--- config.mk ---
export PLATFORM = sky130hd
export DESIGN_NAME = canopen_sdo_drive_sequencer
export DESIGN_NICKNAME = d
export VERILOG_FILES = /design/src/cosdo_pkg.sv /design/src/cosdo_ctrl.sv /design/src/cosdo_dpath.sv /design/src/canopen_sdo_drive_sequencer.sv
export SDC_FILE = /design/constraint.sdc
export NUM_CORES = 1
export LEC_CHECK = 0
export BUFFER_PORTS_ARGS = -buffer_cell sky130_fd_sc_hd__buf_2
export CAP_MARGIN = 15
export CORE_UTILIZATION = 61
export DETAILED_ROUTE_END_ITERATION = 16
export GPL_ROUTABILITY_DRIVEN = 0
export PLACE_DENSITY = 0.78
export SETUP_SLACK_MARGIN = 0.5
export SLEW_MARGIN = 25
export SYNTH_ARGS = -nofsm -noshare
export SYNTH_HDL_FRONTEND = slang
export SYNTH_SLANG_ARGS = --single-unit
--- constraint.sdc ---
create_clock -name clk -period 9 [get_ports clk]
set_input_delay 1.35 -clock clk [delete_from_list [all_inputs] [get_ports clk]]
set_output_delay 1.35 -clock clk [all_outputs]
set_load 0.005 [all_outputs]
--- src/cosdo_pkg.sv ---
`default_nettype none

package cosdo_pkg;

  typedef struct packed {
    logic [2:0]         operation;
    logic [10:0]        rx_id;
    logic [31:0]        rx_data_high;
    logic signed [23:0] current_ma;
  } in_item_t;

  typedef struct packed {
    logic        tx_valid;
    logic [10:0] tx_id;
    logic [63:0] tx_payload;
    logic        done_res;
    logic [2:0]  done_code;
    logic [1:0]  drive_state;
  } out_item_t;

  typedef struct packed {
    logic load;
    logic mul;
    logic step;
    logic commit;
  } dp_cmd_t;

  typedef struct packed {
    logic need_div;
    logic out_free;
  } dp_sts_t;

  localparam logic [2:0] OP_TICK        = 3'd0;
  localparam logic [2:0] OP_RX_FRAME    = 3'd1;
  localparam logic [2:0] OP_INIT        = 3'd2;
  localparam logic [2:0] OP_START       = 3'd3;
  localparam logic [2:0] OP_STOP        = 3'd4;
  localparam logic [2:0] OP_SET_CURRENT = 3'd5;

  localparam logic [2:0] DONE_OK        = 3'd0;
  localparam logic [2:0] DONE_TIMEOUT   = 3'd1;
  localparam logic [2:0] DONE_WRONG     = 3'd2;
  localparam logic [2:0] DONE_STUCK     = 3'd3;
  localparam logic [2:0] DONE_BUSY      = 3'd4;

  localparam logic [1:0] ST_OFF         = 2'd0;
  localparam logic [1:0] ST_INIT        = 2'd1;
  localparam logic [1:0] ST_MOTOR_OFF   = 2'd2;
  localparam logic [1:0] ST_MOTOR_ON    = 2'd3;

  localparam logic [2:0] RQ_NONE        = 3'd0;
  localparam logic [2:0] RQ_PROBE       = 3'd1;
  localparam logic [2:0] RQ_MAXREAD     = 3'd2;
  localparam logic [2:0] RQ_INITSTOP    = 3'd3;
  localparam logic [2:0] RQ_START       = 3'd4;
  localparam logic [2:0] RQ_STOP        = 3'd5;
  localparam logic [2:0] RQ_CURRENT     = 3'd6;

  localparam logic CFG_NODE_INDEX    = 1'b0;
  localparam logic CFG_TIMEOUT_TICKS = 1'b1;

  localparam logic [6:0]  NODE_RESET    = 7'd1;
  localparam logic [31:0] TIMEOUT_RESET = 32'd1000;

  localparam logic [10:0] ID_RESPONSE   = 11'h580;
  localparam logic [10:0] ID_REQUEST    = 11'h600;

  localparam logic [63:0] FR_PROBE   = 64'h0000_0000_0060_4148;
  localparam logic [63:0] FR_MAXREAD = 64'h0000_0000_0060_7540;
  localparam logic [63:0] FR_START   = 64'h0000_000F_0060_402B;
  localparam logic [63:0] FR_STOP    = 64'h0000_0006_0060_402B;
  localparam logic [31:0] FR_CURRENT_LO = 32'h0060_712B;

  localparam logic [9:0] MA_SCALE = 10'd1000;

  localparam int DIV_W     = 35;
  localparam int DIV_STEPS = DIV_W;
  localparam int CNT_W     = $clog2(DIV_STEPS);

endpackage

`default_nettype wire

--- src/cosdo_ctrl.sv ---
`default_nettype none

module cosdo_ctrl (
  input  wire logic              clk,
  input  wire logic              rst_n,
  input  wire logic              in_valid,
  output logic                   in_stall,
  input  wire cosdo_pkg::dp_sts_t sts,
  output cosdo_pkg::dp_cmd_t     cmd
);
  import cosdo_pkg::*;

  typedef enum logic [4:0] {
    S_IDLE  = 5'b00001,
    S_EVAL  = 5'b00010,
    S_MUL   = 5'b00100,
    S_DIV   = 5'b01000,
    S_WRITE = 5'b10000
  } state_t;

  state_t            state_r, state_nxt;
  logic [CNT_W-1:0]  cnt_r, cnt_nxt;

  always_comb begin
    state_nxt  = state_r;
    cnt_nxt    = cnt_r;
    cmd        = '0;
    case (state_r)
      S_IDLE: begin
        if (in_valid) begin
          cmd.load  = 1'b1;
          state_nxt = S_EVAL;
        end
      end
      S_EVAL: begin
        state_nxt = sts.need_div ? S_MUL : S_WRITE;
      end
      S_MUL: begin
        cmd.mul   = 1'b1;
        cnt_nxt   = CNT_W'(DIV_STEPS - 1);
        state_nxt = S_DIV;
      end
      S_DIV: begin
        cmd.step = 1'b1;
        cnt_nxt  = cnt_r - 1'b1;
        if (cnt_r == '0) begin
          state_nxt = S_WRITE;
        end
      end
      S_WRITE: begin
        if (sts.out_free) begin
          cmd.commit = 1'b1;
          state_nxt  = S_IDLE;
        end
      end
      default: begin
        state_nxt = S_IDLE;
      end
    endcase
  end

  assign in_stall = (state_r != S_IDLE);

  always_ff @(posedge clk) begin
    if (!rst_n) begin
      state_r <= S_IDLE;
      cnt_r   <= '0;
    end else begin
      state_r <= state_nxt;
      cnt_r   <= cnt_nxt;
    end
  end

endmodule

`default_nettype wire

--- src/cosdo_dpath.sv ---
`default_nettype none

module cosdo_dpath (
  input  wire logic                clk,
  input  wire logic                rst_n,
  input  wire cosdo_pkg::in_item_t in_data,
  input  wire logic                cfg_we,
  input  wire logic                cfg_index,
  input  wire logic [31:0]         cfg_data,
  input  wire cosdo_pkg::dp_cmd_t  cmd,
  output cosdo_pkg::dp_sts_t       sts,
  output logic                     out_valid,
  input  wire logic                out_stall,
  output cosdo_pkg::out_item_t     out_data
);
  import cosdo_pkg::*;

  in_item_t           item_r;
  logic [6:0]         node_r;
  logic [31:0]        timeout_r;
  logic [1:0]         status_r, status_nxt;
  logic [2:0]         pend_r, pend_nxt;
  logic [31:0]        wait_r, wait_nxt;
  logic [31:0]        maxc_r, maxc_nxt;
  logic [DIV_W-1:0]   quo_r;
  logic [DIV_W-3:0]   rem_r;
  logic               out_valid_r;
  out_item_t          out_r;
  out_item_t          res;

  logic               neg;
  logic [23:0]        mag;
  logic [33:0]        prod;
  logic [DIV_W-1:0]   num;
  logic [DIV_W-2:0]   rem_sh;
  logic [DIV_W-2:0]   den;
  logic               ge;
  logic [DIV_W-1:0]   q_clamp;
  logic [16:0]        q_lim;
  logic [16:0]        q_neg;
  logic [15:0]        cur_val;
  logic [10:0]        tx_id;
  logic [10:0]        rx_match_id;
  logic [31:0]        wait_inc;

  assign neg    = item_r.current_ma[23];
  assign mag    = neg ? (~item_r.current_ma + 24'd1) : item_r.current_ma;
  assign prod   = {10'd0, mag} * {24'd0, MA_SCALE};
  assign num    = {prod, 1'b0} + {3'd0, maxc_r};

  assign rem_sh = {rem_r, quo_r[DIV_W-1]};
  assign den    = {1'b0, maxc_r, 1'b0};
  assign ge     = (rem_sh >= den);

  assign q_clamp = (quo_r > {3'd0, maxc_r}) ? {3'd0, maxc_r} : quo_r;
  assign q_lim   = (q_clamp > DIV_W'(32768)) ? 17'd32768 : q_clamp[16:0];
  assign q_neg   = ~q_lim + 17'd1;
  always_comb begin
    if (neg) begin
      cur_val = q_neg[15:0];
    end else if (q_lim > 17'd32767) begin
      cur_val = 16'h7FFF;
    end else begin
      cur_val = q_lim[15:0];
    end
  end

  assign tx_id       = ID_REQUEST + {4'd0, node_r};
  assign rx_match_id = ID_RESPONSE + {4'd0, node_r};
  assign wait_inc    = wait_r + 32'd1;

  assign sts.need_div = (item_r.operation == OP_SET_CURRENT) && (pend_r == RQ_NONE) &&
                        (status_r == ST_MOTOR_ON) && (maxc_r != '0);
  assign sts.out_free = !out_valid_r || !out_stall;

  always_comb begin
    res        = '0;
    status_nxt = status_r;
    pend_nxt   = pend_r;
    wait_nxt   = wait_r;
    maxc_nxt   = maxc_r;
    case (item_r.operation)
      OP_TICK: begin
        if (pend_r != RQ_NONE) begin
          wait_nxt = wait_inc;
          if (wait_inc >= timeout_r) begin
            wait_nxt     = '0;
            pend_nxt     = RQ_NONE;
            res.done_res = 1'b1;
            case (pend_r)
              RQ_PROBE, RQ_START, RQ_CURRENT: begin
                status_nxt    = ST_OFF;
                res.done_code = DONE_TIMEOUT;
              end
              RQ_MAXREAD: begin
                res.done_res   = 1'b0;
                res.tx_valid   = 1'b1;
                res.tx_id      = tx_id;
                res.tx_payload = FR_STOP;
                pend_nxt       = RQ_INITSTOP;
              end
              RQ_INITSTOP: begin
                res.done_code = DONE_STUCK;
              end
              default: begin
                res.done_code = DONE_TIMEOUT;
              end
            endcase
          end
        end
      end
      OP_RX_FRAME: begin
        if (pend_r != RQ_NONE && item_r.rx_id == rx_match_id) begin
          wait_nxt = '0;
          case (pend_r)
            RQ_PROBE: begin
              status_nxt     = ST_INIT;
              res.tx_valid   = 1'b1;
              res.tx_id      = tx_id;
              res.tx_payload = FR_MAXREAD;
              pend_nxt       = RQ_MAXREAD;
            end
            RQ_MAXREAD: begin
              maxc_nxt       = item_r.rx_data_high;
              res.tx_valid   = 1'b1;
              res.tx_id      = tx_id;
              res.tx_payload = FR_STOP;
              pend_nxt       = RQ_INITSTOP;
            end
            RQ_INITSTOP, RQ_STOP: begin
              status_nxt   = ST_MOTOR_OFF;
              res.done_res = 1'b1;
              pend_nxt     = RQ_NONE;
            end
            RQ_START: begin
              status_nxt   = ST_MOTOR_ON;
              res.done_res = 1'b1;
              pend_nxt     = RQ_NONE;
            end
            default: begin
              res.done_res = 1'b1;
              pend_nxt     = RQ_NONE;
            end
          endcase
        end
      end
      OP_INIT, OP_START, OP_STOP, OP_SET_CURRENT: begin
        if (pend_r != RQ_NONE) begin
          res.done_res  = 1'b1;
          res.done_code = DONE_BUSY;
        end else begin
          wait_nxt = '0;
          case (item_r.operation)
            OP_INIT: begin
              res.tx_valid   = 1'b1;
              res.tx_id      = tx_id;
              res.tx_payload = FR_PROBE;
              pend_nxt       = RQ_PROBE;
            end
            OP_START: begin
              if (status_r != ST_MOTOR_OFF) begin
                res.done_res  = 1'b1;
                res.done_code = DONE_WRONG;
              end else begin
                res.tx_valid   = 1'b1;
                res.tx_id      = tx_id;
                res.tx_payload = FR_START;
                pend_nxt       = RQ_START;
              end
            end
            OP_STOP: begin
              res.tx_valid   = 1'b1;
              res.tx_id      = tx_id;
              res.tx_payload = FR_STOP;
              pend_nxt       = RQ_STOP;
            end
            default: begin
              if (status_r != ST_MOTOR_ON || maxc_r == '0) begin
                res.done_res  = 1'b1;
                res.done_code = DONE_WRONG;
              end else begin
                res.tx_valid   = 1'b1;
                res.tx_id      = tx_id;
                res.tx_payload = {16'd0, cur_val, FR_CURRENT_LO};
                pend_nxt       = RQ_CURRENT;
              end
            end
          endcase
        end
      end
      default: begin
      end
    endcase
    res.drive_state = status_nxt;
  end

  always_ff @(posedge clk) begin
    if (cmd.load) begin
      item_r <= in_data;
    end
    if (cmd.mul) begin
      quo_r <= num;
      rem_r <= '0;
    end else if (cmd.step) begin
      quo_r <= {quo_r[DIV_W-2:0], ge};
      rem_r <= ge ? rem_sh[DIV_W-3:0] - den[DIV_W-3:0] : rem_sh[DIV_W-3:0];
    end
    if (cmd.commit) begin
      out_r <= res;
    end
  end

  always_ff @(posedge clk) begin
    if (!rst_n) begin
      node_r      <= NODE_RESET;
      timeout_r   <= TIMEOUT_RESET;
      status_r    <= ST_OFF;
      pend_r      <= RQ_NONE;
      wait_r      <= '0;
      maxc_r      <= '0;
      out_valid_r <= 1'b0;
    end else begin
      if (cfg_we) begin
        case (cfg_index)
          CFG_NODE_INDEX:    node_r    <= cfg_data[6:0];
          CFG_TIMEOUT_TICKS: timeout_r <= cfg_data;
          default: begin
          end
        endcase
      end
      if (cmd.commit) begin
        status_r    <= status_nxt;
        pend_r      <= pend_nxt;
        wait_r      <= wait_nxt;
        maxc_r      <= maxc_nxt;
        out_valid_r <= 1'b1;
      end else if (!out_stall) begin
        out_valid_r <= 1'b0;
      end
    end
  end

  assign out_valid = out_valid_r;
  assign out_data  = out_r;

endmodule

`default_nettype wire

--- src/canopen_sdo_drive_sequencer.sv ---
// A result passes from its input register through S_EVAL and S_WRITE; a set-current
// command that sends a frame also passes S_MUL and the 35 one-bit steps of the divider.
// An item is taken only once the previous result is committed to the output register.
// A result waiting in the output register does not block the next input transfer.
// Reset (synchronous, rst_n low) clears the sequencer to off with nothing outstanding and
// loads node index 1 and a timeout of 1000 ticks.
`default_nettype none

module canopen_sdo_drive_sequencer (
  input  wire logic                 clk,
  input  wire logic                 rst_n,
  input  wire logic                 in_valid,
  output logic                      in_stall,
  input  wire cosdo_pkg::in_item_t  in_data,
  output logic                      out_valid,
  input  wire logic                 out_stall,
  output cosdo_pkg::out_item_t      out_data,
  input  wire logic                 cfg_valid,
  output logic                      cfg_ready,
  input  wire logic                 cfg_index,
  input  wire logic [31:0]          cfg_data
);
  import cosdo_pkg::*;

  dp_cmd_t cmd;
  dp_sts_t sts;

  assign cfg_ready = 1'b1;

  cosdo_ctrl u_ctrl (
    .clk      (clk),
    .rst_n    (rst_n),
    .in_valid (in_valid),
    .in_stall (in_stall),
    .sts      (sts),
    .cmd      (cmd)
  );

  cosdo_dpath u_dpath (
    .clk       (clk),
    .rst_n     (rst_n),
    .in_data   (in_data),
    .cfg_we    (cfg_valid && cfg_ready),
    .cfg_index (cfg_index),
    .cfg_data  (cfg_data),
    .cmd       (cmd),
    .sts       (sts),
    .out_valid (out_valid),
    .out_stall (out_stall),
    .out_data  (out_data)
  );

endmodule

`default_nettype wire

# == After elaboration in Yosys (flattened, before gate mapping) ==
# Index checks and enable logic that the tools add are counted.
# word_totals
register_bits,340
out_inout_bits,85
# op_classes
add_sub_neg,8
multipliers,1
order_cmp,5
eq_ne,31
mux,60
n_bitwise,3
reduce_logical,28
# op_table
op,n
$pmux W77 S3,1
$mux W76,3
$pmux W76 S3,1
$mux W80,2
$mux W77,2
$pmux W76 S2,1
$mux W32,4
$mux W35,3
$pmux W32 S3,1
$add A35 B32 Y35,1
$gt A35 B16 Y1 const B,1
$gt A35 B32 Y1,1
$ge A34 B33 Y1,1
$mux W33,1
$sub A33 B33 Y33,1
$add A32 B1 Y32 const B,1
$ge A32 B32 Y1,1
$logic_not A32 Y1,1
$mux W16,2
$reduce_bool A32 Y1,1
$mul A24 B7 Y31 const B,1
$pmux W5 S5,1
$add A24 B1 Y24 const B,1
$mux W24,1
50 further kinds,102

# == Longest topological paths before layout ==
# Gate-level depths: netlist of the first run.
# logic_depth
ltp_word,11
ltp_mapped,34
mapped_depth_nobuf,34

# == Modules after synthesis ==
# Synthesis of the first run repeated with hierarchy kept, for this count alone.
# hier_totals
cells_unflattened,2472
area_unflattened_um2,22669.2
# modules_own_cells
module,n_inst,cells_per_inst,area_per_inst_um2,seq_area_each_um2
cosdo_dpath,1,2399,22036.1,7076.8
cosdo_ctrl,1,71,621.8,220.2
canopen_sdo_drive_sequencer,1,2,11.3,0.0

# == Worst setup path after synthesis of the first run ==
# No wires, ideal clock.
# synth_timing
path_kind,register to register
from,reg u_dpath.item_r[0] (netlist name)
to,"reg u_dpath.quo_r[32], data pin"
setup_time_ns,0.260
arrival_time_ns,7.778
path_slack_ns,0.962
path_stages_with_launch,33
synth_period_minus_slack_ns,8.038
cell_sequence,edfxtp_1 -> inv_1 -> nand2_1 -> or4_1 -> or2_2 -> o21ai_0 -> xnor2_1 -> ha_1 -> inv_1 -> fa_1 -> fa_1 -> inv_1 -> fa_1 -> ha_1 -> or3_1 -> or2_2 -> a31o_2 -> and2_1 -> o21ai_0 -> nor2b_1 -> nor2b_1 -> o21a_1 -> nor2_1 -> xnor2_1 -> ha_1 -> nand3_1 -> o41ai_1 -> nand4_1 -> a21bo_2 -> a31oi_1 -> o21ai_0 -> xnor2_1 -> mux2_2
# synth_via
elab_chain_len,6
# synth_lines
element,line_no,source
"start, declared",cosdo_dpath.sv:18,in_item_t item_r;
"start signal, assigned",cosdo_dpath.sv:199,item_r <= in_data;
$not A24 Y24,cosdo_dpath.sv:47,assign mag = neg ? (~item_r.current_ma + 24'd1) : item_r.current_ma;
$add A24 B1 Y24,cosdo_dpath.sv:47,
$mux W24 (*),cosdo_dpath.sv:47,
$mul A24 B7 Y31 (*),cosdo_dpath.sv:48,"assign prod = {10'd0, mag} * {24'd0, MA_SCALE};"
$add A35 B32 Y35 (*),cosdo_dpath.sv:49,"assign num = {prod, 1'b0} + {3'd0, maxc_r};"
$mux W35 (*),cosdo_dpath.sv:201,if (cmd.mul) begin
"end signal, assigned",cosdo_dpath.sv:202,quo_r <= num;
"end signal, assigned",cosdo_dpath.sv:205,"quo_r <= {quo_r[DIV_W-2:0], ge};"
"end, declared",cosdo_dpath.sv:25,logic [DIV_W-1:0] quo_r;
# Mark *: on every way between the ends. The rest lies on a longest branch, timed or not.
# A chain may end at the register's enable or synchronous reset.

# == Worst setup path after layout of the first run ==
# layout_timing
from,reg u_dpath.item_r[3] (netlist name)
to,"reg u_dpath.quo_r[32], data pin"
# The elaborated chain is that of the path after synthesis.

==> results of run 1 <==
## cell type report
class                   instances  area [um^2]  area share
clock buffers                  46          978      0.0404
clock inverters                18          173     0.00713
inverters                     233          875      0.0361
multi-input cells            1831        13400       0.553
flip-flops and latches        294         7300       0.301
well taps                     461          577      0.0238
repair buffers                172          908      0.0375
## worst max-delay path by stage
stage                        end                from  slack, ps  depth (start not counted)
6_report       u_dpath.quo_r[32]   u_dpath.item_r[3]        850                         29
5_1_grt        u_dpath.quo_r[32]   u_dpath.item_r[0]        380                         32
4_1_cts        u_dpath.quo_r[32]   u_dpath.item_r[0]        510                         31
3_5_place_dp   u_dpath.quo_r[32]  u_dpath.item_r[23]        430                         28
3_3_place_gp   u_dpath.quo_r[32]   u_dpath.item_r[0]        710                         32
2_1_floorplan  u_dpath.quo_r[32]   u_dpath.item_r[0]        960                         32
## critical path, delay by kind of cell, from the launching register on
family	cells	cell delay (ps)
AOI/OAI and AO/OA	10	2040
xor gates and xnor gates	3	390
adders and majority gates	6	2760
buffers and inverters	2	90
DFF	1	450
muxes	1	280
and+or+nand+nor	7	1860
## kinds of logic (layout without fill, tap and decap cells)
group / count (synthesis) / after routing / synth area share
other: 2 / 39 / 0.000343
multiplexers: 46 / 46 / 0.0215
flip-flops: 294 / 294 / 0.333
XOR/XNOR: 140 / 140 / 0.0560
adder cells (fa/ha/maj): 286 / 286 / 0.193
AND/OR/NAND/NOR: 750 / 750 / 0.162
AO/OA/AOI/OAI: 570 / 570 / 0.165
buffers and inverters: 352 / 469 / 0.0693
## sequential cells by signal (all words and copies together), names as in the netlist
signal / count
u_dpath.status_r: 2
u_dpath.maxc_r: 32
u_ctrl.cnt_r: 6
u_dpath.node_r: 7
u_dpath.out_data: 36
u_dpath.out_valid: 1
u_dpath.timeout_r: 32
u_dpath.item_r: 70
u_dpath.rem_r: 33
u_dpath.pend_r: 3
u_ctrl.state_r: 5
u_dpath.wait_r: 32
u_dpath.quo_r: 35
## stage by stage
step / hold slack [ps] / worst slack (ps) / instances / instance area (um^2) / utilization
CTS: 455 / 513 / 3053 / 24100 / 0.679
global placement: 444 / 711 / 2989 / 22900 / 0.646
global route: 468 / 383 / 3055 / 24200 / 0.682
finish: 453 / 851 / 3055 / 24200 / 0.682
floorplan: 436 / 962 / 2477 / 22100 / -
detailed placement: 448 / 430 / 2989 / 22900 / 0.646
## Yosys cell counts, drive strengths merged (11+ instances only)
cell,n,share of area
ha,198,0.11
a21oi,182,0.043
buf,57,0.019
o21a,24,0.0082
nand2,303,0.052
o31ai,14,0.0048
edfxtp,141,0.19
xor2,38,0.015
or2,17,0.0049
o211ai,11,0.0038
xnor2,102,0.041
dfxtp,153,0.14
and3,25,0.0071
nand3,62,0.014
clkbuf,62,0.011
a21o,56,0.019
a22oi,24,0.0082
a211oi,18,0.0062
a31oi,35,0.010
fa,88,0.080
inv,232,0.040
nand3b,13,0.0045
nand4,34,0.0097
or3,17,0.0049
nor2,140,0.024
o21ai,120,0.027
nand2b,22,0.0063
nor4,20,0.0074
nor2b,19,0.0054
mux2i,38,0.017
nor3,55,0.014
o21bai,15,0.0051
## timing repair
action,4_1_cts,5_1_grt
resized for setup,4,15
pin swaps,0,1
setup buffers,0,2
hold buffers,0,0
endpoints found under the setup margin,2,9
## per-layer routing
layer | up-vias | track usage
met5 | - | 0
met4 | 0 | 0.108
met3 | 129 | 0.0503
met2 | 719 | 0.468
met1 | 8638 | 0.384
li1 | 8746 | -
==> qor.yml, run 1 <==
post_synth_inst_count: 2440
fmaxAchievable_mhz: 123
tightestPinTransition_ps: 995
vias: 18200
yosysUniqueCellTypes: 77
cts.root.buffer_cell: "clkbuf_16"
cp_slowest_stage_delay_ps: 590
start_util: 0.618
post_route_minimum_period_ps: 8150
globalRouteTotalUtil: 0.288
async_flop_share: 0
fp.coreArea_mm2: 0.0355
worst-setup-path-type: "flip-flop to flip-flop"
cts-buffers-inserted: 35
critical-path-slowest-cell: "or4_1"
clk_path_buf_depth: 3
fill_cells: 2789
grt_setup_unrepaired: "false"
met3WireLength_um: 4080
cp.arrival_ps: 8450
antenna_left: 0
antenna_found_initial: 0
ff2ff_setup_slack_ps: 850
buffer_ports.inserted: 153
relSlewSlack: 0.335
chipHeight_um: 192
grt_start_max_net_pins: 84
most-common-layout-cells: "nand2_1 (302), inv_1 (231), ha_1 (198), a21oi_1 (173)"
n_antenna_cell: 0
design.final.nets: 2961
clkTransAtPathRegs_ps: 60
boundaryPins: 193
met2WireLength_um: 24600
cts.sinks: 294
tritoncts_clock_tree: "done"
dieArea_mm2: 0.0367
hold_class: "flip-flop to flip-flop"
worst_r2r_startpoint: "u_dpath.item_r[3]"
die_width_um: 192
num_rows: 69
synth_enable_flop_cells: 141
r2r_end: "u_dpath.quo_r[32]"
setup_violating_endpoint_count_in_the_final_report: 0
timing.critical_path.required_ps: 9300
detailedRoute.firstIterationViolations: 1242
post_drt_via_cell_ratio: 5.97
worstSetupEndpointType: "flip-flop"
first_pass_iters: 8
startpoint_of_the_lowest_slack_hold_path: "u_dpath.timeout_r[22]"
worstSkewPairLatency_ps: 560
grt.overflow.total: 0
ys_seq_elements: 294
timing.critical_path.from_type: "flip-flop"
most_prevalent_standard_cell_on_the_critical_path: "fa_1"
min_period_over_period: 0.905
syn_to_final_growth_pct: 10.5
min_delay_path_depth: 2
number_of_global_route_vias_before_repair: 17300
setup_tns_final_ps: 0
grt_pass1_wl_um: 84300
run_status: "finished clean"
timing.reg2reg.worst_path_depth: 29
routedWlPerCell_um: 17.4
highest-signal-layer: "met4"
postSynth.topFlopCell: "dfxtp_1"
final_common_cell: "nand2_1"
hold_viol_final: 0
slew_violations: 0
cap_viol_max_count: 0
dp_hpwl_um: 40000
detail_route.wirelength_um: 53100
post_synth_instance_area_mm2: 0.0219
end_point_of_the_worst_hold_path: "u_dpath.timeout_r[22]"
worstPathMaxFanout: 6
ys.warnings.count: 0
post_route_skew_ps: 18.0
cts_max_level: 2
remaining_drc_errors: 0
syn-mean-instance-area_um2: 8.98
synth_seq_area_share: 0.333
routedLengthMet1_um: 22700
fraction_of_final_layout_cells_with_drive_strength_greater_than_1: 0.114
Power of run 1 is not shown: default switching activity piles up to over one toggle a cycle in this logic, so the estimate is an artifact.
==> inputs of run 2 (changes only) <==
--- a/config.mk
+++ b/config.mk
@@ -10,7 +10,7 @@
 export CORE_UTILIZATION = 61
 export DETAILED_ROUTE_END_ITERATION = 16
 export GPL_ROUTABILITY_DRIVEN = 0
-export PLACE_DENSITY = 0.78
+export PLACE_DENSITY = 0.81
 export SETUP_SLACK_MARGIN = 0.5
 export SLEW_MARGIN = 25
 export SYNTH_ARGS = -nofsm -noshare
==> run 2 against run 1 <==
Sequential cell count did not move. Non-clock buffer count rose by 2. Clock skew rose by 2.9 ps. Critical endpoint is now u_dpath.quo_r[33]. Highest routed layer is now met5.
==> qor.yml, run 2 (synthesis results as in run 1) <==
setup_tns_final_ps: 0  # unchanged
cp.arrival_ps: 8430  # -20 ps
sequential_cell_area_mm2: 0.00730  # unchanged
vias: 18300  # +0.32%
clk_path_buf_depth: 3  # unchanged
detail_route.wirelength_um: 53000  # -0.13%
post_route_minimum_period_ps: 8160  # +7.13 ps
cts-buffers-inserted: 35  # unchanged
fill_cells: 2733  # -2.0%
worstSetupEndpointType: "flip-flop"
tightestPinTransition_ps: 1110  # +116 ps
number_of_cells_in_the_design_after_placement: 2990  # +0.033%
chipHeight_um: 192  # unchanged
grt_start_max_net_pins: 70  # -17%
cts_max_level: 2  # unchanged
timing.critical_path.from_type: "flip-flop"
timing.critical_path.required_ps: 9280  # -20 ps
tritoncts_clock_tree: "done"
cap_viol_max_count: 0  # unchanged
setup_violating_endpoint_count_in_the_final_report: 0  # unchanged
final_cell_count_no_fill: 3058  # +0.098%
routedWlPerCell_um: 17.3  # -0.23%
first_pass_iters: 6  # -2
relSlewSlack: 0.240  # -0.0949
worstSkewPairLatency_ps: 550  # about the same
multi_input_gate_area_in_the_final_layout_mm2: 0.0134  # -0.21%
hold_class: "flip-flop to flip-flop"
dieArea_mm2: 0.0367  # unchanged
boundaryPins: 193  # unchanged
grt_pass1_wl_um: 85400  # +1.3%
run_status: "finished clean"
design.final.nets: 2963  # +0.068%
pre_cts_slack_ps: 427  # -3.40 ps
slew_violations: 0  # unchanged
postLayoutSetupSlackWorst_ps: 844  # -7.13 ps
start_util: 0.618  # unchanged
holdBufCountCts: 0  # unchanged
buffer_ports.inserted: 153  # unchanged
syn_to_final_growth_pct: 10.5  # about the same
detailedRoute.firstIterationViolations: 1330  # +7.1%
dp_hpwl_um: 39900  # -0.22%
fraction_of_final_layout_cells_with_drive_strength_greater_than_1: 0.114  # about the same
num_rows: 69  # unchanged
grt_setup_unrepaired: "false"
post_route_skew_ps: 20.9  # +2.92 ps
fp.coreArea_mm2: 0.0355  # unchanged
remaining_drc_errors: 0  # unchanged
ff2ff_setup_slack_ps: 840  # about the same
largest_reg_flops: 70  # unchanged
registers.top_by_ff_count: "u_dpath.item_r"
clkTransAtPathRegs_ps: 60  # about the same
fmaxAchievable_mhz: 123  # about the same
most-common-layout-cells: "nand2_1 (302), inv_1 (231), ha_1 (198), a21oi_1 (173)"
final_common_cell: "nand2_1"
post_drt_via_cell_ratio: 5.98  # +0.22%
worst-setup-path-type: "flip-flop to flip-flop"
antenna_left: 0  # unchanged
globalRouteTotalUtil: 0.290  # +0.00197
cts.root.buffer_cell: "clkbuf_16"
min_period_over_period: 0.906  # about the same
number_of_global_route_vias_before_repair: 17600  # +1.4%
cp_slowest_stage_delay_ps: 570  # -20 ps
worstPathMaxFanout: 6  # unchanged
cts.sinks: 294  # unchanged
holdWs_ps: 454  # +0.968 ps
critical-path-slowest-cell: "or4_1"
die_width_um: 192  # unchanged
hold_viol_final: 0  # unchanged
antenna_found_initial: 3  # +3
grt.overflow.total: 0  # unchanged
-- run 2: timing repair --
action                                  4_1_cts  5_1_grt
gates cloned                                  0        0
gates resized for setup                       5        9
endpoints found under the setup margin        2        7
pin swaps                                     0        2
setup buffers                                 0        3
-- run 2: through the flow --
stage | area [um^2] | util
finish | 24200 | 0.682
global route | 24200 | 0.682
CTS | 24100 | 0.680
detailed placement | 22900 | 0.646
global placement | 22900 | 0.646
floorplan | 22100 | -
-- run 2: worst paths after layout --
check / start / endpoint / cells past startpoint
max: u_dpath.item_r[3] / u_dpath.quo_r[33] / 29
min: u_dpath.timeout_r[22] / u_dpath.timeout_r[22] / 2
max reg2reg: u_dpath.item_r[3] / u_dpath.quo_r[33] / 29
min reg2reg: u_dpath.timeout_r[22] / u_dpath.timeout_r[22] / 2
-- run 2: critical path, delay by kind of cell (launching register included) --
kind,cells,cell delay (ps)
simple gates,6,1680
xor+xnor,3,580
fa+ha+maj,6,2540
buf+inv,2,140
flops,1,450
compound gates,12,2490
-- run 2: cell type report --
cell class,count,area share
multi-input cells,1831,0.552
well taps,461,0.0238
clock inverters,23,0.0109
flip-flops and latches,294,0.301
diodes,1,0.000103
clock buffers,41,0.0375
repair buffers,174,0.0381
inverters,233,0.0361
-- run 2: routing by layer --
| metal | part of all wire | wire length (um) | vias to the layer above | global-route usage |
|---|---|---|---|---|
| met5 | 0.00045 | 24 | - | 0 |
| met4 | 0.037 | 1980 | 4 | 0.121 |
| met3 | 0.080 | 4250 | 158 | 0.0442 |
| met2 | 0.46 | 24400 | 767 | 0.470 |
| met1 | 0.42 | 22400 | 8606 | 0.387 |
| li1 | - | - | 8755 | - |
Power of run 2 is left out for the same reason.
